[src/mcd_pkg.sv]
package mcd_pkg;

    // Field widths
    localparam int MICROS_W = 64;
    localparam int YEAR_W   = 20;
    localparam int MONTH_W  = 4;
    localparam int DAY_W    = 5;
    localparam int HOUR_W   = 5;
    localparam int MIN_W    = 6;
    localparam int SEC_W    = 6;
    localparam int USEC_W   = 20;

    // Day split: microseconds per day = 2^13 * 10546875.
    // Low 13 bits pass around the divider, the rest is biased to be
    // non-negative and divided by 10546875 with a reciprocal multiply
    // cut into 26-bit halves.
    localparam int LO_W      = 13;
    localparam int U_W       = MICROS_W - LO_W + 1;     // biased dividend
    localparam int QUOT_W    = 29;                      // biased day number
    localparam int REM_W     = 24;
    localparam int TOD_W     = REM_W + LO_W;            // microseconds of day
    localparam logic [REM_W-1:0] DAY_DIV = 24'd10546875;
    localparam longint unsigned DAY_BIAS = 64'd1 << 27;
    localparam logic [U_W-1:0] U_BIAS = U_W'(DAY_BIAS * 64'd10546875);
    localparam int HALF_W    = 26;
    localparam int PP_W      = 2 * HALF_W;              // one partial product
    localparam int TOP_W     = PP_W + HALF_W;           // product bits above the low half
    localparam int DAY_K     = 75;
    localparam int DAY_M_W   = 52;
    localparam logic [DAY_M_W-1:0] DAY_M =
        DAY_M_W'(((128'd1 << DAY_K) + 128'(DAY_DIV) - 128'd1) / 128'(DAY_DIV));

    // Civil date
    localparam int ZP_W     = 28;
    localparam int ERA_Q_W  = 11;
    localparam int DE_W     = 18;
    localparam int QA_W     = 8;
    localparam int QB_W     = 3;
    localparam int YE_W     = 9;
    localparam int C100_W   = 2;
    localparam int DY_W     = 9;
    localparam int X5_W     = 11;
    localparam int MP_W     = 4;
    localparam logic [DE_W-1:0] ERA_DAYS = 18'd146097;
    localparam logic [DE_W-1:0] DE_LAST  = 18'd146096;
    localparam logic [DE_W-1:0] YEAR_DAYS = 18'd365;
    localparam longint unsigned ERA_BIAS = 64'd1024;
    // day count from 0000-03-01, plus era bias, minus the divider bias
    localparam logic [ZP_W-1:0] ZP_BIAS =
        ZP_W'(64'd719468 + ERA_BIAS * 64'd146097 - DAY_BIAS);
    localparam logic [YE_W-1:0]   ERA_YEARS = 9'd400;
    localparam logic [YEAR_W-1:0] YEAR_BIAS = YEAR_W'(ERA_BIAS * 64'd400);
    localparam logic [MP_W-1:0]   MP_JAN    = 4'd10;

    // Reciprocals: m = ceil(2^k / d), exact over the operand range
    localparam int ERA_K   = 46;
    localparam int ERA_M_W = 29;
    localparam logic [ERA_M_W-1:0] ERA_M =
        ERA_M_W'(((64'd1 << ERA_K) + 64'd146096) / 64'd146097);
    localparam int K1460 = 29;
    localparam logic [18:0] M1460 = 19'(((64'd1 << K1460) + 64'd1459) / 64'd1460);
    localparam int K36524 = 34;
    localparam logic [18:0] M36524 =
        19'(((64'd1 << K36524) + 64'd36523) / 64'd36524);
    localparam int K365 = 27;
    localparam logic [18:0] M365 = 19'(((64'd1 << K365) + 64'd364) / 64'd365);
    localparam int K100 = 16;
    localparam logic [9:0] M100 = 10'(((64'd1 << K100) + 64'd99) / 64'd100);
    localparam int K153 = 19;
    localparam logic [11:0] M153 = 12'(((64'd1 << K153) + 64'd152) / 64'd153);

    // Time of day
    localparam int USEC_SHIFT = 6;                      // 10^6 = 2^6 * 15625
    localparam int SX_W       = TOD_W - USEC_SHIFT;
    localparam int SECS_W     = 17;
    localparam int RS_W       = 12;
    localparam logic [13:0] USEC_DIV  = 14'd15625;
    localparam logic [11:0] HOUR_SECS = 12'd3600;
    localparam logic [5:0]  MIN_SECS  = 6'd60;
    localparam int K15625 = 45;
    localparam logic [31:0] M15625 =
        32'(((64'd1 << K15625) + 64'd15624) / 64'd15625);
    localparam int K3600 = 29;
    localparam logic [17:0] M3600 = 18'(((64'd1 << K3600) + 64'd3599) / 64'd3600);
    localparam int K60 = 18;
    localparam logic [12:0] M60 = 13'(((64'd1 << K60) + 64'd59) / 64'd60);

    // Pipeline depths
    localparam int SPLIT_STAGES = 6;
    localparam int DATE_STAGES  = 10;
    localparam int TIME_STAGES  = 6;
    localparam int TIME_PAD     = DATE_STAGES - TIME_STAGES;
    localparam int PIPE_LAT     = SPLIT_STAGES + DATE_STAGES;

    typedef struct packed {
        logic [QUOT_W-1:0] quot;
        logic [TOD_W-1:0]  tod;
    } t_split;

    typedef struct packed {
        logic signed [YEAR_W-1:0] year;
        logic [MONTH_W-1:0]       month;
        logic [DAY_W-1:0]         day;
    } t_date;

    typedef struct packed {
        logic [HOUR_W-1:0] hour;
        logic [MIN_W-1:0]  minute;
        logic [SEC_W-1:0]  second;
        logic [USEC_W-1:0] usec;
    } t_clock;

    // first day of month (March-based) minus one: (153*mp + 2) / 5
    function automatic logic [DY_W-1:0] month_start(input logic [MP_W-1:0] mp);
        logic [DY_W-1:0] res;
        case (mp)
            4'd0:    res = 9'd0;
            4'd1:    res = 9'd31;
            4'd2:    res = 9'd61;
            4'd3:    res = 9'd92;
            4'd4:    res = 9'd122;
            4'd5:    res = 9'd153;
            4'd6:    res = 9'd184;
            4'd7:    res = 9'd214;
            4'd8:    res = 9'd245;
            4'd9:    res = 9'd275;
            4'd10:   res = 9'd306;
            4'd11:   res = 9'd337;
            default: res = 9'd0;
        endcase
        return res;
    endfunction

endpackage

[src/mcd_day_split.sv]
module mcd_day_split (
    input  logic                          i_clk,
    input  logic                          i_rst_n,
    input  logic                          i_valid,
    input  logic [mcd_pkg::MICROS_W-1:0]  i_micros,
    output logic                          o_valid,
    output mcd_pkg::t_split               o_split
);
    import mcd_pkg::*;

    logic                r_v [0:SPLIT_STAGES-1];

    logic [U_W-1:0]      r_u_0;
    logic [LO_W-1:0]     r_lo_0, r_lo_1, r_lo_2, r_lo_3, r_lo_4, r_lo_5;
    logic [REM_W-1:0]    r_ul_1, r_ul_2, r_ul_3, r_ul_4;
    logic [PP_W-1:0]     r_pp_hh_1, r_pp_hl_1, r_pp_lh_1, r_pp_ll_1;
    logic [PP_W:0]       r_mid_2;
    logic [TOP_W-1:0]    r_top_2;
    logic [QUOT_W-1:0]   r_q_3, r_q_4, r_q_5;
    logic [REM_W-1:0]    r_qd_4;
    logic [REM_W-1:0]    r_rem_5;

    logic [U_W-1:0]      n_u;
    logic [TOP_W-1:0]    prod_top;
    logic [REM_W-1:0]    qd;

    // floor(t / 2^13), sign-extended, plus bias so the divide is unsigned
    assign n_u = {i_micros[MICROS_W-1], i_micros[MICROS_W-1:LO_W]} + U_BIAS;

    // low half of the product carries nothing into the upper bits
    assign prod_top = r_top_2 + TOP_W'(r_mid_2);
    // quotient is exact, so the remainder fits in its low bits
    assign qd       = r_q_3[REM_W-1:0] * DAY_DIV;

    always_ff @(posedge i_clk) begin
        if (!i_rst_n) begin
            for (int k = 0; k < SPLIT_STAGES; k++) begin
                r_v[k] <= 1'b0;
            end
        end else begin
            r_v[0] <= i_valid;
            for (int k = 1; k < SPLIT_STAGES; k++) begin
                r_v[k] <= r_v[k-1];
            end
        end
    end

    always_ff @(posedge i_clk) begin
        r_u_0     <= n_u;
        r_lo_0    <= i_micros[LO_W-1:0];

        r_pp_hh_1 <= PP_W'(r_u_0[U_W-1:HALF_W]) * PP_W'(DAY_M[DAY_M_W-1:HALF_W]);
        r_pp_hl_1 <= PP_W'(r_u_0[U_W-1:HALF_W]) * PP_W'(DAY_M[HALF_W-1:0]);
        r_pp_lh_1 <= PP_W'(r_u_0[HALF_W-1:0]) * PP_W'(DAY_M[DAY_M_W-1:HALF_W]);
        r_pp_ll_1 <= PP_W'(r_u_0[HALF_W-1:0]) * PP_W'(DAY_M[HALF_W-1:0]);
        r_ul_1    <= r_u_0[REM_W-1:0];
        r_lo_1    <= r_lo_0;

        r_mid_2   <= (PP_W+1)'(r_pp_hl_1) + (PP_W+1)'(r_pp_lh_1);
        r_top_2   <= {r_pp_hh_1, r_pp_ll_1[PP_W-1:HALF_W]};
        r_ul_2    <= r_ul_1;
        r_lo_2    <= r_lo_1;

        r_q_3     <= prod_top[DAY_K-HALF_W +: QUOT_W];
        r_ul_3    <= r_ul_2;
        r_lo_3    <= r_lo_2;

        r_qd_4    <= qd;
        r_q_4     <= r_q_3;
        r_ul_4    <= r_ul_3;
        r_lo_4    <= r_lo_3;

        r_rem_5   <= r_ul_4 - r_qd_4;
        r_q_5     <= r_q_4;
        r_lo_5    <= r_lo_4;
    end

    assign o_valid      = r_v[SPLIT_STAGES-1];
    assign o_split.quot = r_q_5;
    assign o_split.tod  = {r_rem_5, r_lo_5};

endmodule

[config.mk]
export PLATFORM = sky130hd
export DESIGN_NAME = mcd_day_split
export DESIGN_NICKNAME = d
export VERILOG_FILES = /design/src/mcd_pkg.sv /design/src/mcd_day_split.sv
export SDC_FILE = /design/constraint.sdc
export NUM_CORES = 2
export LEC_CHECK = 0
export BUFFER_PORTS_ARGS = -buffer_cell sky130_fd_sc_hd__buf_2
export CAP_MARGIN = 0
export CORE_AREA = 10 10 377 379
export DETAILED_ROUTE_END_ITERATION = 10
export DIE_AREA = 0 0 387 389
export HOLD_SLACK_MARGIN = 0.06
export PLACE_DENSITY = 0.74
export SLEW_MARGIN = 40
export SYNTH_ARGS = -nofsm -noshare
export SYNTH_HDL_FRONTEND = slang
export SYNTH_SLANG_ARGS = --single-unit
export TNS_END_PERCENT = 100
[constraint.sdc]
create_clock -name i_clk -period 16.01 [get_ports i_clk]
set_input_delay 3.202 -clock i_clk [delete_from_list [all_inputs] [get_ports i_clk]]
set_output_delay 3.202 -clock i_clk [all_outputs]
set_load 0.01 [all_outputs]
# Word level (Yosys, flattened, before mapping)
# Memory sizes are Yosys's and may differ from the RTL's.
# Cells that the tools add are included.
word_totals:
  register_bits: 700
  ram_bits: 6
  output_inout_bits: 67
  wordCells: 46
  memories: 1
mem_list:
  columns: ["name", "words", "word_bits", "rd", "rd_ports_with_merged_regs", "wr", "line_no", "rtl"]
  rows:
  - ["r_v", 6, 1, 6, 0, 6, "mcd_day_split.sv:11", "logic r_v [0:SPLIT_STAGES-1];"]
op_classes:
  add_sub_neg: 4
  n_mul: 5
  muxes: 8
  bitwise: 6
ops:
  columns: ["op", "n"]
  rows:
  - ["26-bit by 26-bit multiplier with 52-bit output (second input constant)", 4]
  - ["78-bit by 53-bit adder with 78-bit output", 1]
  - ["52-bit by 52-bit adder with 53-bit output", 1]
  - ["52-bit by 51-bit adder with 52-bit output (second input constant)", 1]
  - ["24-bit by 24-bit multiplier with 24-bit output (second input constant)", 1]
  - ["24-bit subtractor", 1]
  - ["1-bit two-way mux", 8]
  - ["1-bit bitwise OR", 6]

# Depth between registers and ports, before layout
depth:
  ltp_word: 2
  mapped_depth: 28

# Worst setup path after synthesis
# Ideal clock, no wire load.
synth_timing:
  path_kind: "register to register"
  from: "reg r_u_0[40]"
  to: "reg r_pp_hh_1[49]"
  arrival_ps: 7209
  required_ps: 15890
  path_slack_ps: 8681
  stages_incl_launch_ff: 28
  path_buffers: 0
  period_less_slack_ps: 7329
  cell_sequence: "dfxtp_1 -> inv_1 -> fa_1 -> inv_1 -> fa_1 -> inv_1 -> fa_1 -> fa_1 -> inv_1 -> fa_1 -> fa_1 -> inv_1 -> fa_1 -> inv_1 -> ha_1 -> a21o_1 -> a21o_1 -> a21o_1 -> a21o_1 -> a21o_1 -> a21oi_1 -> a31oi_1 -> a21oi_1 -> a21oi_1 -> a221oi_2 -> o21bai_1 -> a21o_1 -> xor2_1"
synth_between:
  elab_chain_len: 1
synth_lines:
  columns: ["item", "line_no", "rtl"]
  rows:
  - ["start: declaration", "mcd_day_split.sv:13", "logic [U_W-1:0] r_u_0;"]
  - ["start signal: assignment", "mcd_day_split.sv:49", "r_u_0 <= n_u;"]
  - ["26-bit by 26-bit multiplier with 52-bit output", "mcd_day_split.sv:52", "r_pp_hh_1 <= PP_W'(r_u_0[U_W-1:HALF_W]) * PP_W'(DAY_M[DAY_M_W-1:HALF_W]);"]
  - ["end signal: assignment", "mcd_day_split.sv:52", null]
  - ["end: declaration", "mcd_day_split.sv:16", "logic [PP_W-1:0] r_pp_hh_1, r_pp_hl_1, r_pp_lh_1, r_pp_ll_1;"]
# No other way between the ends.

# Worst setup path in the final report
layout_timing:
  from: "reg r_u_0[41]"
  to: "reg r_pp_hh_1[49]"
# The elaborated chain is that of the path after synthesis.

==> results by group <==
Status
  • Status: finished, final reports clean

Global routing
  • Vias in the first global route: between 50k and 60k
  • Initial antenna violation count: 9
  • Largest net degree at the start of global routing: 19
  • Overflow after GRT: 0
  • All-Layer GR Usage: 0.271
  • First-pass GRT wire length: just over 300 mm

Synthesis
  • Post-synth ARST share: 0
  • Yosys reg bits: approximately 680
  • Syn Nets: 9541
  • Main synth FF type: dfxtp_1
  • Synth Instances: slightly below 7k
  • Post-synth top area cell: fa_1
  • Distinct cells, synth: between 80 and 90
  • Ys Warns: 0
  • EDFF count, synth: 0
  • Synth Area per Inst: approximately 11 sq um
  • Sequential fraction of the synthesis area: 0.184
  • Post-synthesis cell area: 73400 sq um
  • Synth top area share: 0.350
  • Synth area leaders: fa_1, ha_1, dfxtp_1

Timing
  • Total negative slack: 0 ns
  • Setup violations, final: 0
  • Slew HR: 0.411
  • Clk_skew: a little over 0.09 ns
  • RSZ-0062 raised after global routing: no
  • Final Max Slew Viols: 0
  • Fin crit share: 0.528
  • F_max: approximately 120 MHz
  • Worst Tran Pin Value: 0.882 ns
  • Period minus WS final: around 8.5 ns
  • Final hold violations: 0

Placement
  • DP Cell Count: roughly 8.9k
  • Placed inst area: between 70000 and 80000 sq um
  • Dpl hpwl: around 170 mm
  • Routability Congestion: about 1.0
  • PortBufs: 133

Detailed routing
  • Count of TritonRoute iterations in the first routing pass: 5
  • DRT antenna net count: 0
  • Number of remaining DRC errors: 0
  • Routed WL per cell: 22.1 microns
  • Via count: between 40k and 50k
  • 1st-iter DRT viols: 3197
  • Vias per Instance: about 5.2
  • Post-Route WL: 199 mm

Critical path
  • Slowest CP cell: dfxtp_1
  • Nature of the critical path endpoint: flip-flop
  • Element type at the critical path start: flip-flop
  • CP Data Required Time: approximately 17 ns
  • R2r setup slk: about 7.6 ns
  • End of the worst register-to-register path: r_pp_hh_1[49]
  • Largest delay contributor family on the critical path: adder cells
  • Worst path bufs/invs: 6
  • Worst-path maximum fanout: 11
  • WS Path Type: reg -> reg
  • CP max stage delay: 0.76 ns
  • Worst EP arrival: roughly 9.1 ns
  • Reg2Reg Depth: 27
  • Critical Path Most Common Cell: fa_1
  • Reg2Reg Launch Point: r_u_0[41]

CTS
  • CTS Root Cell: clkbuf_16
  • CTS buffer count: 76
  • Clock tree from TritonCTS: built
  • Max Root-Sink Buffers: 3
  • Clk pin slew, worst setup/hold paths: approximately 0.070 ns
  • Post-CTS Hold Buffers: 0
  • Post-CTS Resized: 0
  • Clk sinks: 676
  • Clk_lat worst skew: ~0.72 ns
  • Htree depth: 3
  • Post-CTS Setup Bufs: 0

Finish
  • Final Instance Area: 79300 sq um
  • Layout cell share with drive strength beyond 1: 0.0510
  • Layout Nets: around 9.8k
  • Commonest non-fill, non-tap cell in the layout: inv_1
  • Commonest non-fill, non-tap cells in the layout: inv_1, fa_1, ha_1
  • Final cell count without fillers: around 9k
  • P&R area growth vs syn: 7.92%

Hold path
  • WHS Endpoint: r_top_2[32]
  • Hold Path Class: reg -> reg
  • Hold path start: r_pp_hh_1[6]
  • Hold Path Stages: 0

Floorplan
  • Die height: ~390 microns
  • FP Rows: 135
  • Starting Density: 0.546
  • Die ar.: 151000 sq um
  • Core area: between 100000 and 150000 sq um
  • Die Width: 387 microns
  • # IOs: 134

Run
  • Maxcap violations: 0
cell usage after synthesis, drive strengths merged (20+ instances only):
master	count
inv	2024
fa	1285
ha	1236
dfxtp	676
a21oi	246
xnor2	227
nor2	179
a21o	142
o21ai	124
nand2	119
xor2	107
nand3	52
nor2b	47
nor3	44
o21a	44
o21bai	40
nand4	38
nand2b	34
and3	31
and2	25
a211oi	23
a31oi	23
clkbuf	20
layout make-up:
type                    count  area [sq um]
inverters                2024          7600
diodes                      2          5.00
multi-input cells        4232         52300
clock inverters            46           627
repair buffers            170           943
flip-flops and latches    676         13500
clock buffers              92          2050
fillers                 11300         55400
well taps                1781          2230
sequential cells by signal (all words and copies together) (netlist names), 23 cells and up:
signal     count
r_qd_4        24
r_top_2       78
r_q_4         28
r_ul_4        24
r_mid_2       53
r_q_3         29
r_rem_5       24
r_ul_3        24
r_ul_2        24
r_pp_lh_1     50
r_ul_1        23
r_q_5         29
r_u_0         52
r_pp_ll_1     28
r_pp_hh_1     50
r_pp_hl_1     52
through the flow:
step                setup slack (ns)  hold WS, ns  utilization
floorplan                       8.68        0.310            -
global placement                7.81        0.310        0.568
detailed placement              7.68        0.312        0.569
CTS                             7.67        0.310        0.589
global route                    7.26        0.311        0.589
finish                          7.55        0.308        0.589
cells by family (layout without fill, tap and decap cells):
| group | after synthesis | after routing | share of synthesized area |
|---|---|---|---|
| AO/OA/AOI/OAI | 747 | 747 | 0.0676 |
| XOR/XNOR | 334 | 334 | 0.0398 |
| adder cells (fa/ha/maj) | 2521 | 2521 | 0.561 |
| buffers and inverters | 2045 | 2332 | 0.105 |
| flip-flops | 676 | 676 | 0.184 |
| multiplexers | 3 | 3 | 0.000409 |
| other | 0 | 2 | 0 |
| AND/OR/NAND/NOR | 627 | 627 | 0.0425 |
metal layers:
layer,GRT usage,part of all wire
met1,0.379,0.45
met2,0.416,0.44
met3,0.0549,0.074
met4,0.0969,0.041
met5,0,0.00028
worst max path at each step:
| stage | start | end | depth (start not counted) |
|---|---|---|---|
| after floorplan | r_u_0[40] | r_pp_hh_1[49] | 27 |
| after global placement | r_u_0[41] | r_pp_hh_1[49] | 27 |
| after detailed placement | r_u_0[41] | r_pp_hh_1[49] | 27 |
| after CTS | r_u_0[41] | r_pp_hh_1[49] | 27 |
| after global routing | r_u_0[41] | r_pp_hh_1[49] | 27 |
| final | r_u_0[41] | r_pp_hh_1[49] | 27 |
worst reg2reg max path: stages (launching register included):
cell	delay (ns)
dfxtp_1	0.76
inv_1	0.36
fa_1	0.64
inv_1	0.09
fa_1	0.52
inv_1	0.07
fa_1	0.50
fa_1	0.51
inv_1	0.06
fa_1	0.47
fa_1	0.54
inv_1	0.05
fa_1	0.48
inv_1	0.04
ha_1	0.33
a21o_1	0.21
a21o_1	0.17
a21o_1	0.18
a21o_1	0.17
a21o_1	0.16
a21oi_1	0.19
a31oi_1	0.19
a21oi_1	0.47
a21oi_1	0.29
a221oi_2	0.44
o21bai_1	0.10
a21o_1	0.19
xor2_1	0.13
Power is not shown: default switching activity piles up to over one toggle a cycle in this logic, so the estimate is an artifact.
