===== config.mk =====
export PLATFORM = sky130hd
export DESIGN_NAME = mcd_time_of_day
export DESIGN_NICKNAME = d
export VERILOG_FILES = /design/src/mcd_pkg.sv /design/src/mcd_time_of_day.sv
export SDC_FILE = /design/constraint.sdc
export NUM_CORES = 2
export LEC_CHECK = 0
export BUFFER_PORTS_ARGS = -buffer_cell sky130_fd_sc_hd__buf_2
export CORE_MARGIN = 2
export CORE_UTILIZATION = 46
export CTS_BUF_LIST = sky130_fd_sc_hd__clkbuf_16
export CTS_CLUSTER_SIZE = 20
export DETAILED_ROUTE_END_ITERATION = 10
export SYNTH_ARGS = -nofsm -noshare
export SYNTH_HDL_FRONTEND = slang
export SYNTH_SLANG_ARGS = --single-unit

===== constraint.sdc =====
create_clock -name i_clk -period 8.35 [get_ports i_clk]
set_clock_uncertainty 0.2 [all_clocks]
set_input_delay 1.67 -clock i_clk [delete_from_list [all_inputs] [get_ports i_clk]]
set_output_delay 1.67 -clock i_clk [all_outputs]
set_load 0.03 [all_outputs]

===== src/mcd_pkg.sv =====
package mcd_pkg;

    // Field widths
    localparam int MICROS_W = 64;
    localparam int YEAR_W   = 20;
    localparam int MONTH_W  = 4;
    localparam int DAY_W    = 5;
    localparam int HOUR_W   = 5;
    localparam int MIN_W    = 6;
    localparam int SEC_W    = 6;
    localparam int USEC_W   = 20;

    // Day split: microseconds per day = 2^13 * 10546875.
    // Low 13 bits pass around the divider, the rest is biased to be
    // non-negative and divided by 10546875 with a reciprocal multiply
    // cut into 26-bit halves.
    localparam int LO_W      = 13;
    localparam int U_W       = MICROS_W - LO_W + 1;     // biased dividend
    localparam int QUOT_W    = 29;                      // biased day number
    localparam int REM_W     = 24;
    localparam int TOD_W     = REM_W + LO_W;            // microseconds of day
    localparam logic [REM_W-1:0] DAY_DIV = 24'd10546875;
    localparam longint unsigned DAY_BIAS = 64'd1 << 27;
    localparam logic [U_W-1:0] U_BIAS = U_W'(DAY_BIAS * 64'd10546875);
    localparam int HALF_W    = 26;
    localparam int PP_W      = 2 * HALF_W;              // one partial product
    localparam int TOP_W     = PP_W + HALF_W;           // product bits above the low half
    localparam int DAY_K     = 75;
    localparam int DAY_M_W   = 52;
    localparam logic [DAY_M_W-1:0] DAY_M =
        DAY_M_W'(((128'd1 << DAY_K) + 128'(DAY_DIV) - 128'd1) / 128'(DAY_DIV));

    // Civil date
    localparam int ZP_W     = 28;
    localparam int ERA_Q_W  = 11;
    localparam int DE_W     = 18;
    localparam int QA_W     = 8;
    localparam int QB_W     = 3;
    localparam int YE_W     = 9;
    localparam int C100_W   = 2;
    localparam int DY_W     = 9;
    localparam int X5_W     = 11;
    localparam int MP_W     = 4;
    localparam logic [DE_W-1:0] ERA_DAYS = 18'd146097;
    localparam logic [DE_W-1:0] DE_LAST  = 18'd146096;
    localparam logic [DE_W-1:0] YEAR_DAYS = 18'd365;
    localparam longint unsigned ERA_BIAS = 64'd1024;
    // day count from 0000-03-01, plus era bias, minus the divider bias
    localparam logic [ZP_W-1:0] ZP_BIAS =
        ZP_W'(64'd719468 + ERA_BIAS * 64'd146097 - DAY_BIAS);
    localparam logic [YE_W-1:0]   ERA_YEARS = 9'd400;
    localparam logic [YEAR_W-1:0] YEAR_BIAS = YEAR_W'(ERA_BIAS * 64'd400);
    localparam logic [MP_W-1:0]   MP_JAN    = 4'd10;

    // Reciprocals: m = ceil(2^k / d), exact over the operand range
    localparam int ERA_K   = 46;
    localparam int ERA_M_W = 29;
    localparam logic [ERA_M_W-1:0] ERA_M =
        ERA_M_W'(((64'd1 << ERA_K) + 64'd146096) / 64'd146097);
    localparam int K1460 = 29;
    localparam logic [18:0] M1460 = 19'(((64'd1 << K1460) + 64'd1459) / 64'd1460);
    localparam int K36524 = 34;
    localparam logic [18:0] M36524 =
        19'(((64'd1 << K36524) + 64'd36523) / 64'd36524);
    localparam int K365 = 27;
    localparam logic [18:0] M365 = 19'(((64'd1 << K365) + 64'd364) / 64'd365);
    localparam int K100 = 16;
    localparam logic [9:0] M100 = 10'(((64'd1 << K100) + 64'd99) / 64'd100);
    localparam int K153 = 19;
    localparam logic [11:0] M153 = 12'(((64'd1 << K153) + 64'd152) / 64'd153);

    // Time of day
    localparam int USEC_SHIFT = 6;                      // 10^6 = 2^6 * 15625
    localparam int SX_W       = TOD_W - USEC_SHIFT;
    localparam int SECS_W     = 17;
    localparam int RS_W       = 12;
    localparam logic [13:0] USEC_DIV  = 14'd15625;
    localparam logic [11:0] HOUR_SECS = 12'd3600;
    localparam logic [5:0]  MIN_SECS  = 6'd60;
    localparam int K15625 = 45;
    localparam logic [31:0] M15625 =
        32'(((64'd1 << K15625) + 64'd15624) / 64'd15625);
    localparam int K3600 = 29;
    localparam logic [17:0] M3600 = 18'(((64'd1 << K3600) + 64'd3599) / 64'd3600);
    localparam int K60 = 18;
    localparam logic [12:0] M60 = 13'(((64'd1 << K60) + 64'd59) / 64'd60);

    // Pipeline depths
    localparam int SPLIT_STAGES = 6;
    localparam int DATE_STAGES  = 10;
    localparam int TIME_STAGES  = 6;
    localparam int TIME_PAD     = DATE_STAGES - TIME_STAGES;
    localparam int PIPE_LAT     = SPLIT_STAGES + DATE_STAGES;

    typedef struct packed {
        logic [QUOT_W-1:0] quot;
        logic [TOD_W-1:0]  tod;
    } t_split;

    typedef struct packed {
        logic signed [YEAR_W-1:0] year;
        logic [MONTH_W-1:0]       month;
        logic [DAY_W-1:0]         day;
    } t_date;

    typedef struct packed {
        logic [HOUR_W-1:0] hour;
        logic [MIN_W-1:0]  minute;
        logic [SEC_W-1:0]  second;
        logic [USEC_W-1:0] usec;
    } t_clock;

    // first day of month (March-based) minus one: (153*mp + 2) / 5
    function automatic logic [DY_W-1:0] month_start(input logic [MP_W-1:0] mp);
        logic [DY_W-1:0] res;
        case (mp)
            4'd0:    res = 9'd0;
            4'd1:    res = 9'd31;
            4'd2:    res = 9'd61;
            4'd3:    res = 9'd92;
            4'd4:    res = 9'd122;
            4'd5:    res = 9'd153;
            4'd6:    res = 9'd184;
            4'd7:    res = 9'd214;
            4'd8:    res = 9'd245;
            4'd9:    res = 9'd275;
            4'd10:   res = 9'd306;
            4'd11:   res = 9'd337;
            default: res = 9'd0;
        endcase
        return res;
    endfunction

endpackage


===== src/mcd_time_of_day.sv =====
module mcd_time_of_day (
    input  logic                       i_clk,
    input  logic                       i_rst_n,
    input  logic                       i_valid,
    input  logic [mcd_pkg::TOD_W-1:0]  i_tod,
    output logic                       o_valid,
    output mcd_pkg::t_clock            o_clock
);
    import mcd_pkg::*;

    localparam int DEPTH = TIME_STAGES + TIME_PAD;

    logic                  r_v [0:DEPTH-1];

    logic [SX_W-1:0]       r_sx_1;
    logic [SECS_W-1:0]     r_secs_1, r_secs_2, r_secs_3;
    logic [USEC_SHIFT-1:0] r_lo_1;
    logic [USEC_W-1:0]     r_us_2, r_us_3, r_us_4, r_us_5;
    logic [HOUR_W-1:0]     r_hh_3, r_hh_4, r_hh_5;
    logic [RS_W-1:0]       r_rs_4, r_rs_5;
    logic [MIN_W-1:0]      r_mi_5;
    t_clock                r_clk_6;
    t_clock                r_pad [0:TIME_PAD-1];

    logic [SX_W-1:0]       sx;
    logic [62:0]           p_sec;
    logic [SX_W-1:0]       uh;
    logic [34:0]           p_hr;
    logic [SECS_W-1:0]     rs;
    logic [24:0]           p_min;
    logic [RS_W-1:0]       ss;

    assign sx    = i_tod[TOD_W-1:USEC_SHIFT];
    assign p_sec = 63'(sx) * 63'(M15625);
    assign uh    = r_sx_1 - SX_W'(r_secs_1) * SX_W'(USEC_DIV);
    assign p_hr  = 35'(r_secs_2) * 35'(M3600);
    assign rs    = r_secs_3 - SECS_W'(r_hh_3) * SECS_W'(HOUR_SECS);
    assign p_min = 25'(r_rs_4) * 25'(M60);
    assign ss    = r_rs_5 - RS_W'(r_mi_5) * RS_W'(MIN_SECS);

    always_ff @(posedge i_clk) begin
        if (!i_rst_n) begin
            for (int k = 0; k < DEPTH; k++) begin
                r_v[k] <= 1'b0;
            end
        end else begin
            r_v[0] <= i_valid;
            for (int k = 1; k < DEPTH; k++) begin
                r_v[k] <= r_v[k-1];
            end
        end
    end

    always_ff @(posedge i_clk) begin
        r_sx_1   <= sx;
        r_secs_1 <= p_sec[K15625+SECS_W-1:K15625];
        r_lo_1   <= i_tod[USEC_SHIFT-1:0];

        r_us_2   <= {uh[13:0], r_lo_1};
        r_secs_2 <= r_secs_1;

        r_hh_3   <= p_hr[K3600+HOUR_W-1:K3600];
        r_secs_3 <= r_secs_2;
        r_us_3   <= r_us_2;

        r_rs_4   <= rs[RS_W-1:0];
        r_hh_4   <= r_hh_3;
        r_us_4   <= r_us_3;

        r_mi_5   <= p_min[K60+MIN_W-1:K60];
        r_rs_5   <= r_rs_4;
        r_hh_5   <= r_hh_4;
        r_us_5   <= r_us_4;

        r_clk_6.hour   <= r_hh_5;
        r_clk_6.minute <= r_mi_5;
        r_clk_6.second <= ss[SEC_W-1:0];
        r_clk_6.usec   <= r_us_5;

        // delay to line up with the date path
        r_pad[0] <= r_clk_6;
        for (int k = 1; k < TIME_PAD; k++) begin
            r_pad[k] <= r_pad[k-1];
        end
    end

    assign o_valid = r_v[DEPTH-1];
    assign o_clock = r_pad[TIME_PAD-1];

endmodule


Word level (Yosys, flattened, before mapping). Memory sizes are Yosys's and may differ from the RTL's. Cells that the tools add are included.

Register bits after elaboration: 222. RAM bits: 158. Bits of input ports: 40. Output and inout bits: 38. Logic and storage cells: 52. Memories kept: 2.

Memory list: r_pad (words 4, width 37, read ports 4, clocked after memory_dff 0, wr ports 4, RTL line mcd_time_of_day.sv:23) `t_clock r_pad [0:TIME_PAD-1];`; r_v (words 10, width 1, read ports 10, clocked after memory_dff 0, wr ports 10, RTL line mcd_time_of_day.sv:13) `logic r_v [0:DEPTH-1];`.

$add $sub $neg: 3. Multipliers: 6. Muxes and demuxes: 12. Bitwise gates (word level): 10.

Operators with widths (number): 31-bit by 31-bit multiplier with 61-bit output, second input constant (1); 17-bit by 18-bit multiplier with 34-bit output, second input constant (1); 12-bit by 12-bit multiplier with 23-bit output, second input constant (1); 17-bit by 14-bit multiplier with 14-bit output, second input constant (1); 14-bit subtractor (1); 1-bit two-way mux (12); 12-bit subtractor (1); 1-bit OR (10); 5-bit by 8-bit multiplier with 8-bit output, second input constant (1); 6-bit by 4-bit multiplier with 4-bit output, second input constant (1); 6-bit subtractor (1).

Logic depth before layout (Yosys ltp).
Depth after elaboration: 2. Mapped depth: 25. Depth with buffers taken out: 25.

Worst setup path after synthesis. No wires, ideal clock.

Path kind: input to register. From: in i_tod[13] in the netlist's numbering. To: reg r_secs_1[9]. Setup time: 0.122 ns. Arrival: 7.835 ns. Required time: 8.028 ns. Setup slack: 0.193 ns. Cell stages on the path: 25. Path buffers: 0. Path through: inv_1 fa_1 inv_1 fa_1 inv_1 fa_1 inv_1 ha_1 fa_1 fa_1 fa_1 inv_1 fa_1 inv_1 ha_1 a21oi_2 a21boi_1 o31a_1 o31a_1 o21ai_2 a21oi_2 o21ai_2 nand2b_2 a21o_1 a311o_1.

Word-level cells in the longest chain between the ends: 1.

Ends and longest elaborated chain: start, declared (RTL line mcd_time_of_day.sv:5) `input logic [mcd_pkg::TOD_W-1:0] i_tod,`; 31-bit by 31-bit multiplier with 61-bit output (RTL line mcd_time_of_day.sv:34) `assign p_sec = 63'(sx) * 63'(M15625);`; named net p_sec[54] (RTL line mcd_time_of_day.sv:26) `logic [62:0] p_sec;`; end signal, assigned (RTL line mcd_time_of_day.sv:56) `r_secs_1 <= p_sec[K15625+SECS_W-1:K15625];`; end, declared (RTL line mcd_time_of_day.sv:16) `logic [SECS_W-1:0] r_secs_1, r_secs_2, r_secs_3;`.

The timed path passes the listed nets, and every way through them passes these cells.

Worst setup path in the final report.
From: in i_tod[25] in the netlist's numbering. To: reg r_secs_1[14].

Same word-level chain as after synthesis.

==> metrics.md <==
| Metric | Value |
|---|---|
| Ys Warns | `0` |
| Commonest cells after routing, fill and taps aside | `inv_1 (668), ha_1 (649), fa_1 (446)` |
| Share of layout cells above drive strength 1 | `12.8%` |
| DIE HEIGHT | `261 um` |
| Grt ovf | `0` |
| Placed Area | `33400 sq um` |
| Root Driver | `clkbuf_16` |
| Worst R2R Setup Slack | `2300 ps` |
| Met1 usage | `26.6%` |
| Most common cell after layout, fill and taps aside | `inv_1` |
| Max-Cap Viols | `0` |
| N_diodes | `0` |
| Final Max Tran Viols | `0` |
| H-tree levels | `2` |
| Busiest grt layer | `met2` |
| First-pass GRT wire length | `111 mm` |
| Max Root-Sink Buffers | `3` |
| Die footprint | `68300 sq um` |
| ANT nets after route | `0` |
| Met3 GRT Util | `1.82%` |
| Synthesis-stage register bit count | `380` |
| Antenna violations before repair | `1` |
| Main flop type after synthesis | `dfxtp_1` |
| Launching point of the worst reg2reg path | `r_secs_2[9]` |
| Initial Util | `a little under half` |
| CTS tree | `done` |
| Total track usage | `21.4%` |
| Filler cells | `5809` |
| Residual DRC | `0` |
| Crit share post-route | `97.2%` |
| Critical path endpoint category | `flop` |
| Area grow syn2layout | `14.3%` |
| Core area | `65600 sq um` |
| Clock-pin slew on the worst setup and hold paths | `60 ps` |
| # setup viols final | `0` |
| Register area share after synthesis | `25.0%` |
| Final hold violation count | `0` |
| Largest net degree at the start of global routing | `18` |
| Largest fanout on the critical path | `4` |
| Post-synthesis cell type count | `57` |
| Die width | `between 200 and 300 um` |
| Nets | `4077` |
| Unrepaired setup endpoints after global routing | `true` |
| Cell area after layout | `approximately 35000 sq um` |
| CP Class | `input port to flop` |
| Post-detail-place hpwl | `roughly 61 mm` |
| Worst Hold Class | `flop to flop` |
| Drt via density | `4.81` |
| Worst reg2reg path depth | `21` |
| FF-to-FF End | `r_hh_3[4]` |
| Drt total wl | `69.2 mm` |
| Average wire per standard cell | `18.1 um` |
| Hold path endpoint | `r_us_3[16]` |
| Hold_buf cts | `0` |
| PortBufs | `just under 80` |
| # IOs | `78` |
| Min Clock Period, post-route | `8110 ps` |
| Final GP Congestion | `0.956` |
| Met2 usage | `39.7%` |
| Row count | `94` |
| Setup crit start kind | `input port` |
| Vias | `~18000` |
| Arr. time, crit path | `8310 ps` |
| Synth Area per Inst | `11.6 sq um` |
| Hold depth | `0` |
| Mapped Cells | `2625` |
| TritonRoute pass-1 iters | `5` |
| Status | `complete, no violations` |
| Net Count, Synth | `~3800` |
| Number of global-route vias before repair | `20800` |
| EDFF count, synth | `0` |
| DR iter-0 viols | `between 500 and 600` |
| Mapped Area | `30500 sq um` |
| Worst hold start | `r_us_2[16]` |
| Slew at the pin closest to its max-slew limit | `approximately 690 ps` |
| Critical path required time | `8550 ps` |
| Clk sinks | `380` |
| F_max | `approximately 0.12 GHz` |
| Max_slew headroom | `53.9%` |
| CTS Buf Count | `37` |
| Clock Latency Late Sink | `around 530 ps` |
| Async S/R FF share, synth | `0%` |
[critical path: stages]
cell,delay [ps]
buf_8,80
clkinvlp_4,130
fa_1,530
inv_2,50
fa_1,490
inv_1,60
fa_1,480
fa_1,550
inv_1,50
fa_1,460
fa_1,500
fa_1,510
inv_2,40
fa_1,540
inv_2,50
ha_4,270
nand2_4,50
nor3_4,180
buf_6,120
and4_1,190
o31a_1,200
o21ai_2,120
a21oi_2,220
o211ai_1,170
a21boi_2,280
mux2i_1,230
nand2_1,70
[final cells by class]
cell class / instances / area [sq um] / share of cell area, %
clock inverters: 30 / 372 / 1.07
flip-flops and latches: 380 / 7610 / 21.8
well taps: 864 / 1080 / 3.10
repair buffers: 264 / 1840 / 5.29
clock buffers: 37 / 926 / 2.66
inverters: 671 / 2520 / 7.24
multi-input cells: 1574 / 20500 / 58.8
[per-stage QoR]
stage | util, % | hold slack, ps | worst slack, ps | TNS [ps] | cells
after floorplan | - | 110 | 193 | 0 | 2625
after global placement | 50.9 | 109 | -309 | -1960 | 3752
after detailed placement | 50.9 | 112 | -430 | -3700 | 3752
after CTS | 52.8 | 111 | 130 | 0 | 3819
after global routing | 53.1 | 119 | -8.39 | -14.0 | 3820
final | 53.1 | 118 | 235 | 0 | 3820
[how the worst max path moves through the flow]
stage | startpoint | cells past startpoint | slack (ps) | end
2_1_floorplan | i_tod[13] | 25 | 190 | r_secs_1[9]
3_3_place_gp | i_tod[25] | 27 | -310 | r_secs_1[14]
3_5_place_dp | i_tod[25] | 25 | -430 | r_secs_1[14]
5_1_grt | i_tod[21] | 25 | -8 | r_secs_1[16]
6_report | i_tod[25] | 27 | 240 | r_secs_1[14]
4_1_cts | i_tod[25] | 25 | 130 | r_secs_1[14]
[layer usage]
layer  up-vias  share of wire (%)
met4         0                2.7
li1       8857                  -
met2       263                 51
met1      9187                 43
met3        86                2.8
met5         -                  0
[logic make-up (layout without fill, tap and decap cells)]
group	count (synthesis)	count (layout)	share of synthesized area, %
adder cells (fa/ha/maj)	1109	1109	56.7
buffers and inverters	671	1002	8.26
flip-flops	380	380	25.0
AO/OA/AOI/OAI	204	204	4.58
AND/OR/NAND/NOR	162	162	2.64
XOR/XNOR	97	97	2.79
multiplexers	2	2	0.0698
[cell usage after synthesis, drive strengths merged, types with 2 or more instances]
library cell / number / area (sq um)
a2111oi: 4 / 47.6
a211o: 3 / 26.3
a211oi: 5 / 37.5
a21boi: 8 / 63.8
a21o: 36 / 270
a21oi: 58 / 309
a221oi: 5 / 62.6
a22oi: 6 / 45.0
a31oi: 9 / 56.3
a41o: 2 / 20.0
and2: 14 / 90.1
and3: 7 / 43.8
dfxtp: 380 / 7610
fa: 454 / 9090
ha: 655 / 8200
inv: 671 / 2520
nand2: 36 / 135
nand2b: 8 / 52.6
nand3: 12 / 60.1
nand4: 9 / 56.3
nor2: 42 / 158
nor2b: 12 / 75.1
nor3: 9 / 45.0
nor4: 2 / 12.5
o211ai: 7 / 52.6
o21a: 5 / 37.5
o21ai: 36 / 191
o21bai: 4 / 30.0
o311ai: 2 / 17.5
o31a: 4 / 35.0
o31ai: 4 / 30.0
or2: 7 / 43.8
xnor2: 62 / 543
xor2: 35 / 307
[timing repair]
item / in CTS / in global routing
setup buffers: 0 / 1
resized for setup: 0 / 39
setup endpoints to repair: 0 / 7
[state kept, by name, indices dropped and copies added (netlist names), 6 cells and up]
| name | cells |
|---|---|
| r_pad | 148 |
| r_clk_6 | 37 |
| r_us_2 | 20 |
| r_us_3 | 20 |
| r_us_4 | 20 |
| r_us_5 | 20 |
| r_secs_1 | 17 |
| r_secs_2 | 17 |
| r_sx_1 | 14 |
| r_rs_4 | 12 |
| r_secs_3 | 12 |
| r_v | 10 |
| r_lo_1 | 6 |
| r_mi_5 | 6 |
| r_rs_5 | 6 |
Power is left out: the tool's default activity adds up to more than one toggle a clock period on the data nets, which glitch-free logic cannot reach.
