==> config.mk <==
export PLATFORM = sky130hd
export DESIGN_NAME = mcd_civil_date
export DESIGN_NICKNAME = d
export VERILOG_FILES = /design/src/mcd_pkg.sv /design/src/mcd_civil_date.sv
export SDC_FILE = /design/constraint.sdc
export NUM_CORES = 2
export LEC_CHECK = 0
export BUFFER_PORTS_ARGS = -buffer_cell sky130_fd_sc_hd__buf_2
export CORE_MARGIN = 1.5
export CORE_UTILIZATION = 30
export CTS_CLUSTER_DIAMETER = 60
export CTS_CLUSTER_SIZE = 24
export DETAILED_ROUTE_END_ITERATION = 10
export REMOVE_ABC_BUFFERS = 1
export SKIP_CTS_REPAIR_TIMING = 1
export SLEW_MARGIN = 20
export SYNTH_ARGS = -nofsm -noshare
export SYNTH_HDL_FRONTEND = slang
export SYNTH_SLANG_ARGS = --single-unit
==> constraint.sdc <==
create_clock -name i_clk -period 12.78 [get_ports i_clk]
set_input_delay 1.278 -clock i_clk [delete_from_list [all_inputs] [get_ports i_clk]]
set_output_delay 1.278 -clock i_clk [all_outputs]
set_load 0.02 [all_outputs]
==> src/mcd_pkg.sv <==
package mcd_pkg;

    // Field widths
    localparam int MICROS_W = 64;
    localparam int YEAR_W   = 20;
    localparam int MONTH_W  = 4;
    localparam int DAY_W    = 5;
    localparam int HOUR_W   = 5;
    localparam int MIN_W    = 6;
    localparam int SEC_W    = 6;
    localparam int USEC_W   = 20;

    // Day split: microseconds per day = 2^13 * 10546875.
    // Low 13 bits pass around the divider, the rest is biased to be
    // non-negative and divided by 10546875 with a reciprocal multiply
    // cut into 26-bit halves.
    localparam int LO_W      = 13;
    localparam int U_W       = MICROS_W - LO_W + 1;     // biased dividend
    localparam int QUOT_W    = 29;                      // biased day number
    localparam int REM_W     = 24;
    localparam int TOD_W     = REM_W + LO_W;            // microseconds of day
    localparam logic [REM_W-1:0] DAY_DIV = 24'd10546875;
    localparam longint unsigned DAY_BIAS = 64'd1 << 27;
    localparam logic [U_W-1:0] U_BIAS = U_W'(DAY_BIAS * 64'd10546875);
    localparam int HALF_W    = 26;
    localparam int PP_W      = 2 * HALF_W;              // one partial product
    localparam int TOP_W     = PP_W + HALF_W;           // product bits above the low half
    localparam int DAY_K     = 75;
    localparam int DAY_M_W   = 52;
    localparam logic [DAY_M_W-1:0] DAY_M =
        DAY_M_W'(((128'd1 << DAY_K) + 128'(DAY_DIV) - 128'd1) / 128'(DAY_DIV));

    // Civil date
    localparam int ZP_W     = 28;
    localparam int ERA_Q_W  = 11;
    localparam int DE_W     = 18;
    localparam int QA_W     = 8;
    localparam int QB_W     = 3;
    localparam int YE_W     = 9;
    localparam int C100_W   = 2;
    localparam int DY_W     = 9;
    localparam int X5_W     = 11;
    localparam int MP_W     = 4;
    localparam logic [DE_W-1:0] ERA_DAYS = 18'd146097;
    localparam logic [DE_W-1:0] DE_LAST  = 18'd146096;
    localparam logic [DE_W-1:0] YEAR_DAYS = 18'd365;
    localparam longint unsigned ERA_BIAS = 64'd1024;
    // day count from 0000-03-01, plus era bias, minus the divider bias
    localparam logic [ZP_W-1:0] ZP_BIAS =
        ZP_W'(64'd719468 + ERA_BIAS * 64'd146097 - DAY_BIAS);
    localparam logic [YE_W-1:0]   ERA_YEARS = 9'd400;
    localparam logic [YEAR_W-1:0] YEAR_BIAS = YEAR_W'(ERA_BIAS * 64'd400);
    localparam logic [MP_W-1:0]   MP_JAN    = 4'd10;

    // Reciprocals: m = ceil(2^k / d), exact over the operand range
    localparam int ERA_K   = 46;
    localparam int ERA_M_W = 29;
    localparam logic [ERA_M_W-1:0] ERA_M =
        ERA_M_W'(((64'd1 << ERA_K) + 64'd146096) / 64'd146097);
    localparam int K1460 = 29;
    localparam logic [18:0] M1460 = 19'(((64'd1 << K1460) + 64'd1459) / 64'd1460);
    localparam int K36524 = 34;
    localparam logic [18:0] M36524 =
        19'(((64'd1 << K36524) + 64'd36523) / 64'd36524);
    localparam int K365 = 27;
    localparam logic [18:0] M365 = 19'(((64'd1 << K365) + 64'd364) / 64'd365);
    localparam int K100 = 16;
    localparam logic [9:0] M100 = 10'(((64'd1 << K100) + 64'd99) / 64'd100);
    localparam int K153 = 19;
    localparam logic [11:0] M153 = 12'(((64'd1 << K153) + 64'd152) / 64'd153);

    // Time of day
    localparam int USEC_SHIFT = 6;                      // 10^6 = 2^6 * 15625
    localparam int SX_W       = TOD_W - USEC_SHIFT;
    localparam int SECS_W     = 17;
    localparam int RS_W       = 12;
    localparam logic [13:0] USEC_DIV  = 14'd15625;
    localparam logic [11:0] HOUR_SECS = 12'd3600;
    localparam logic [5:0]  MIN_SECS  = 6'd60;
    localparam int K15625 = 45;
    localparam logic [31:0] M15625 =
        32'(((64'd1 << K15625) + 64'd15624) / 64'd15625);
    localparam int K3600 = 29;
    localparam logic [17:0] M3600 = 18'(((64'd1 << K3600) + 64'd3599) / 64'd3600);
    localparam int K60 = 18;
    localparam logic [12:0] M60 = 13'(((64'd1 << K60) + 64'd59) / 64'd60);

    // Pipeline depths
    localparam int SPLIT_STAGES = 6;
    localparam int DATE_STAGES  = 10;
    localparam int TIME_STAGES  = 6;
    localparam int TIME_PAD     = DATE_STAGES - TIME_STAGES;
    localparam int PIPE_LAT     = SPLIT_STAGES + DATE_STAGES;

    typedef struct packed {
        logic [QUOT_W-1:0] quot;
        logic [TOD_W-1:0]  tod;
    } t_split;

    typedef struct packed {
        logic signed [YEAR_W-1:0] year;
        logic [MONTH_W-1:0]       month;
        logic [DAY_W-1:0]         day;
    } t_date;

    typedef struct packed {
        logic [HOUR_W-1:0] hour;
        logic [MIN_W-1:0]  minute;
        logic [SEC_W-1:0]  second;
        logic [USEC_W-1:0] usec;
    } t_clock;

    // first day of month (March-based) minus one: (153*mp + 2) / 5
    function automatic logic [DY_W-1:0] month_start(input logic [MP_W-1:0] mp);
        logic [DY_W-1:0] res;
        case (mp)
            4'd0:    res = 9'd0;
            4'd1:    res = 9'd31;
            4'd2:    res = 9'd61;
            4'd3:    res = 9'd92;
            4'd4:    res = 9'd122;
            4'd5:    res = 9'd153;
            4'd6:    res = 9'd184;
            4'd7:    res = 9'd214;
            4'd8:    res = 9'd245;
            4'd9:    res = 9'd275;
            4'd10:   res = 9'd306;
            4'd11:   res = 9'd337;
            default: res = 9'd0;
        endcase
        return res;
    endfunction

endpackage

==> src/mcd_civil_date.sv <==
module mcd_civil_date (
    input  logic                        i_clk,
    input  logic                        i_rst_n,
    input  logic                        i_valid,
    input  logic [mcd_pkg::QUOT_W-1:0]  i_quot,
    output logic                        o_valid,
    output mcd_pkg::t_date              o_date
);
    import mcd_pkg::*;

    logic                  r_v [0:DATE_STAGES-1];

    logic [ZP_W-1:0]       r_zp_1, r_zp_2;
    logic [ERA_Q_W-1:0]    r_eq_2, r_eq_3, r_eq_4, r_eq_5, r_eq_6, r_eq_7, r_eq_8, r_eq_9;
    logic [DE_W-1:0]       r_de_3, r_de_4, r_de_5, r_de_6, r_de_7;
    logic [QA_W-1:0]       r_qa_4;
    logic [QB_W-1:0]       r_qb_4;
    logic                  r_qc_4;
    logic [DE_W-1:0]       r_t1_5;
    logic [YE_W-1:0]       r_ye_6, r_ye_7, r_ye_8, r_ye_9;
    logic [C100_W-1:0]     r_c_7;
    logic [DY_W-1:0]       r_dy_8, r_dy_9;
    logic [MP_W-1:0]       r_mp_9;
    t_date                 r_date_10;

    logic [QUOT_W-1:0]          zp_full;
    logic [ZP_W+ERA_M_W-1:0]    p_era;
    logic [ZP_W-1:0]            de_full;
    logic [36:0]                p_1460, p_36524, p_365;
    logic [18:0]                p_100;
    logic [DE_W-1:0]            yd;
    logic [DE_W-1:0]            dy_full;
    logic [X5_W-1:0]            x5;
    logic [22:0]                p_153;
    logic                       jan_feb;
    logic [MONTH_W-1:0]         n_month;
    logic [DY_W-1:0]            dd_full;
    logic [YEAR_W-1:0]          n_year;

    assign zp_full = i_quot + QUOT_W'(ZP_BIAS);
    assign p_era   = (ZP_W+ERA_M_W)'(r_zp_1) * (ZP_W+ERA_M_W)'(ERA_M);
    assign de_full = r_zp_2 - ZP_W'(r_eq_2) * ZP_W'(ERA_DAYS);
    assign p_1460  = 37'(r_de_3) * 37'(M1460);
    assign p_36524 = 37'(r_de_3) * 37'(M36524);
    assign p_365   = 37'(r_t1_5) * 37'(M365);
    assign p_100   = 19'(r_ye_6) * 19'(M100);
    assign yd      = DE_W'(r_ye_7) * YEAR_DAYS + DE_W'(r_ye_7[YE_W-1:2]) - DE_W'(r_c_7);
    assign dy_full = r_de_7 - yd;
    assign x5      = {r_dy_8, 2'b00} + X5_W'(r_dy_8) + X5_W'(2);
    assign p_153   = 23'(x5) * 23'(M153);

    // March-based month index: 10 and 11 are January and February
    assign jan_feb = r_mp_9 >= MP_JAN;
    assign n_month = jan_feb ? r_mp_9 - MONTH_W'(9) : r_mp_9 + MONTH_W'(3);
    assign dd_full = r_dy_9 - month_start(r_mp_9) + DY_W'(1);
    assign n_year  = YEAR_W'(r_ye_9) + YEAR_W'(r_eq_9) * YEAR_W'(ERA_YEARS)
                   - YEAR_BIAS + YEAR_W'(jan_feb);

    always_ff @(posedge i_clk) begin
        if (!i_rst_n) begin
            for (int k = 0; k < DATE_STAGES; k++) begin
                r_v[k] <= 1'b0;
            end
        end else begin
            r_v[0] <= i_valid;
            for (int k = 1; k < DATE_STAGES; k++) begin
                r_v[k] <= r_v[k-1];
            end
        end
    end

    always_ff @(posedge i_clk) begin
        r_zp_1 <= zp_full[ZP_W-1:0];

        r_zp_2 <= r_zp_1;
        r_eq_2 <= p_era[ERA_K+ERA_Q_W-1:ERA_K];

        r_de_3 <= de_full[DE_W-1:0];
        r_eq_3 <= r_eq_2;

        r_qa_4 <= p_1460[K1460+QA_W-1:K1460];
        r_qb_4 <= p_36524[K36524+QB_W-1:K36524];
        r_qc_4 <= r_de_3 == DE_LAST;
        r_de_4 <= r_de_3;
        r_eq_4 <= r_eq_3;

        r_t1_5 <= r_de_4 - DE_W'(r_qa_4) + DE_W'(r_qb_4) - DE_W'(r_qc_4);
        r_de_5 <= r_de_4;
        r_eq_5 <= r_eq_4;

        r_ye_6 <= p_365[K365+YE_W-1:K365];
        r_de_6 <= r_de_5;
        r_eq_6 <= r_eq_5;

        r_c_7  <= p_100[K100+C100_W-1:K100];
        r_ye_7 <= r_ye_6;
        r_de_7 <= r_de_6;
        r_eq_7 <= r_eq_6;

        r_dy_8 <= dy_full[DY_W-1:0];
        r_ye_8 <= r_ye_7;
        r_eq_8 <= r_eq_7;

        r_mp_9 <= p_153[K153+MP_W-1:K153];
        r_dy_9 <= r_dy_8;
        r_ye_9 <= r_ye_8;
        r_eq_9 <= r_eq_8;

        r_date_10.year  <= n_year;
        r_date_10.month <= n_month;
        r_date_10.day   <= dd_full[DAY_W-1:0];
    end

    assign o_valid = r_v[DATE_STAGES-1];
    assign o_date  = r_date_10;

endmodule

After elaboration in Yosys (flattened, before gate mapping)
Memories as Yosys holds them, arrays and structs flattened. A register that Yosys moved wholly into a read port is not among the register bits. Cells that the tools add are included. W data, S select, Z words.

Output and inout bits: 30. Memories kept: 2. Input port bits: 32. Bits in writable memories: 10. Register bits: 312. Logic and storage cells: 83. Bits in read-only memories: 144.

Multiplexer cells: 13. Eq/ne operators: 1. Add/subtract/negate cells: 17. $mul: 9. Bitwise logic cells: 10. $lt $le $gt $ge: 1.

Memory list: (name not given) (depth 16, bits a word 9, rd ports 1, clocked after Yosys merged registers in 1, wr ports 0, RTL line mcd_pkg.sv:116) `case (mp)`; r_v (depth 10, bits a word 1, rd ports 10, clocked after Yosys merged registers in 0, wr ports 10, RTL line mcd_civil_date.sv:11) `logic r_v [0:DATE_STAGES-1];`.

Operators with widths (count): $mul A28 B29 Y57 const B (1); $mul A18 B19 Y37 const B (1); $mul A18 B16 Y34 const B (1); $mul A18 B16 Y33 const B (1); $add A28 B24 Y28 const B (1); $mul A11 B12 Y23 const B (1); $add A20 B1 Y20 (1); $add A9 B20 Y20 (1); $sub A20 B19 Y20 const B (1); $add A18 B3 Y18 (1); $eq A18 B18 Y1 const B (1); $mul A11 B18 Y18 const B (1); $sub A18 B1 Y18 (1); $sub A18 B18 Y18 (1); $sub A18 B8 Y18 (1); $mul A11 B5 Y16 const B (1); $mul A9 B6 Y14 const B (1); $mux W1 (12); $add A11 B2 Y11 const B (1); $add A11 B9 Y11 (1); $or A1 B1 Y1 (10); $add A9 B7 Y9 (1); $mul A9 B9 Y9 const B (1); $sub A9 B2 Y9 (1); 7 further kinds (7).

Depth between registers and ports, before layout
Depth after elaboration: 4. Depth in mapped cells: 32. Mapped depth without buffers: 32.

Worst setup path after synthesis
Ideal clock, no wire load.

Kind: register to register. From: reg r_dy_8[0]. To: reg with a tool-made name. Required time: 12.663 ns. Arrival time: 6.659 ns. Buffers on the path: 0. Library setup time: 0.117 ns. Clock period less this slack: 6.776 ns. Setup slack: 6.004 ns. Stages on the path, launching flop included: 31. Cells stage by stage: dfxtp_1 ha_1 a21o_1 a21oi_1 o21bai_1 a21oi_1 o21bai_1 a21oi_1 nor2b_1 o21ai_0 xnor2_1 ha_1 inv_1 fa_1 inv_1 ha_1 inv_1 fa_1 fa_1 inv_1 ha_1 a211o_1 o221ai_1 a221oi_1 o2111ai_1 a211o_2 and3_1 or2_2 ha_1 nand2b_1 a32o_1.

RTL lines: start, declared (RTL line mcd_civil_date.sv:22) `logic [DY_W-1:0] r_dy_8, r_dy_9;`; start signal, assigned (RTL line mcd_civil_date.sv:100) `r_dy_8 <= dy_full[DY_W-1:0];`.

==> flow_metrics.tcl <==
set metrics [dict create \
    cts_root_buf "clkbuf_16" \
    synth.cell_area_sq_um 45500 \
    clk_path_buf_depth 3 \
    die_h_um 393 \
    critPathLaunchType "flip-flop" \
    async_flop_share 0 \
    fin_crit_sh 0.600 \
    crit_required_ns 13.28 \
    drive_above_1_share 0.0328 \
    synth_top_area_share 0.343 \
    placementRows 142 \
    grt_max_degree 25 \
    dp_slack_ns 5.07 \
    max_slew_margin 0.316 \
    synthTopCellsByArea "fa_1 (34%), ha_1 (28%), dfxtp_1 (14%)" \
    crit_fanout 8 \
    yosysWarnings 0 \
    reg2reg_from "r_dy_8[0]" \
    cts_tree "yes" \
    fin_cells 6436 \
    register_area_sq_um 6550 \
    yosysTopAreaCell "fa_1" \
    route.detailed.wl_per_inst_um 14.8 \
    diodes 0 \
    fill_cells 15400 \
    first_global_vias 30600 \
    cpMaxStageDelayCell "dfxtp_1" \
    num-nets-final 6251 \
    ys_seq_area_frac 0.144 \
    die_w_um 393 \
    cts.sinks 327 \
    fin_crit_ns 7.67 \
    status "finished, final reports clean" \
    die-area_sq_um 154000 \
    antenna_left 0 \
    setup_tns_ns 0 \
    area_growth_syn_to_layout_pct 8.33 \
    insertion_delay_ns 0.60 \
    track_usage 0.132 \
    drtIter0Drc 988 \
    cts_made_buffers 26 \
    rsz0062_at_grt "no" \
    setup_viol 0 \
    r2r_cells 30 \
    ys_types 78 \
    hold_ws_ns 0.323 \
    initial_core_util 0.303 \
    cts.clk_slew.worst_paths_ns 0.09 \
    syn_inst 4304 \
    avgSynthCellArea_sq_um 10.6 \
    gp_congestion 0.881 \
    grt_first_pass_wirelength_mm 161 \
    critPathArrivalTime_ns 8.17 \
    dp_cells 6393 \
    max_stage_delay_ns 0.61 \
    wl_mm 95.4 \
    dp_hpwl_mm 84.5 \
    antenna_found_initial 6 \
    synth-main-ff-cell "dfxtp_1" \
    core_area_sq_um 150000 \
    multi_input_area_sq_um 33800 \
    synth-edff-count 0 \
    fin_skew_ns 0.0229 \
    reg2reg_slack_ns 5.11 \
    drv_slew 0 \
    portBuffers 60 \
    synthTopCellsByCount "inv_1 (1377), ha_1 (1033), fa_1 (781)" \
    route.detailed.drc 0 \
    clock.fmax_mhz 130 \
    num_vias 27500 \
    overflow 0 \
    first_pass_iters 5 \
    setup_ws_ns 5.11 \
    max_cap_viol_count 0 \
    viasPerCell 4.28 \
    crit_top_cell "ha_1" \
    hold_class "flip-flop to flip-flop" \
    ios 62 \
    final_hold_viol_count 0 \
    worst_setup_path_end_kind "flip-flop" \
    cp-startpoint "r_dy_8[0]" \
    htree_levels 1 \
    ys_ff_latch 327 \
    worstMarginPinSlew_ns 1.02 \
    crit_type "flip-flop to flip-flop" \
    synth_most_common_cell "inv_1" \
]
-- how the worst min path moves through the flow --
stage,slack (ns),startpoint,depth (start not counted),to
after floorplan,0.31,r_de_5[0],0,r_de_6[0]
after global placement,0.31,r_eq_4[2],0,r_eq_5[2]
after detailed placement,0.31,r_eq_5[8],0,r_eq_6[8]
after CTS,0.33,r_de_6[5],0,r_de_7[5]
after global routing,0.33,r_de_6[5],0,r_de_7[5]
final,0.32,r_de_5[3],0,r_de_6[3]
-- layer usage --
metal	vias to the layer above	wire [um]	part of all wire	global-route usage
li1	13400	-	-	-
met1	13700	43600	0.46	0.176
met2	378	46100	0.48	0.228
met3	116	3430	0.036	0.0157
met4	4	2250	0.024	0.0284
met5	-	31	0.00032	0
-- cell families (layout without fill, tap and decap cells) --
| kind of cell | after synthesis | count (layout) | share of synthesized area |
|---|---|---|---|
| AO/OA/AOI/OAI | 320 | 320 | 0.0476 |
| XOR/XNOR | 177 | 177 | 0.0340 |
| adder cells (fa/ha/maj) | 1814 | 1814 | 0.627 |
| buffers and inverters | 1378 | 1494 | 0.114 |
| flip-flops | 327 | 327 | 0.144 |
| multiplexers | 6 | 6 | 0.00135 |
| AND/OR/NAND/NOR | 282 | 282 | 0.0325 |
-- metrics by stage --
step                      area, sq um  utilization
after floorplan                 45500            -
after global placement          48500        0.322
after detailed placement        48500        0.322
after CTS                       49300        0.328
after global routing            49300        0.328
final                           49300        0.328
-- sequential cells by signal (all words and copies together), names as in the netlist, 10 cells and up, named ones only --
name    flops
r_eq_6     11
r_eq_2     11
r_eq_8     11
r_t1_5     18
r_eq_4     11
r_de_4     18
r_de_3     18
o_date     29
r_eq_5     11
r_eq_9     11
r_eq_7     11
r_zp_2     18
r_v        10
r_eq_3     11
r_zp_1     28
-- critical path: cells and delay by family (launching register included) --
kind	cells	cell delay, ns
adders and majority gates	8	3.05
AOI/OAI and AO/OA	13	2.81
and+or+nand+nor	4	0.70
DFF	1	0.61
buffers and inverters	4	0.22
xor gates and xnor gates	1	0.17
-- cell type report --
type / instances / area share
Multi-Input combinational cell: 2599 / 0.686
Sequential cell: 327 / 0.133
Inverter: 1377 / 0.105
Tap cell: 2016 / 0.0511
Clock buffer: 27 / 0.0135
Timing Repair Buffer: 74 / 0.00822
Clock inverter: 16 / 0.00413
-- placed cells by master, fill, tap and decap left out, types with 14 or more instances in the layout --
cell and count:
xor2_1 51, nor2b_1 16, a21oi_1 87, a21o_1 56
ha_1 1033, and3_1 15, inv_1 1377, xnor2_1 126
nand2_1 52, nor3_1 23, o21ai_0 46, clkbuf_16 26
nand3_1 24, buf_4 14, and2_1 17, fa_1 781
o21a_1 16, nor2_1 72, buf_2 60, dfxtp_1 327
Power is not shown: default switching activity piles up to over one toggle a cycle in this logic, so the estimate is an artifact.
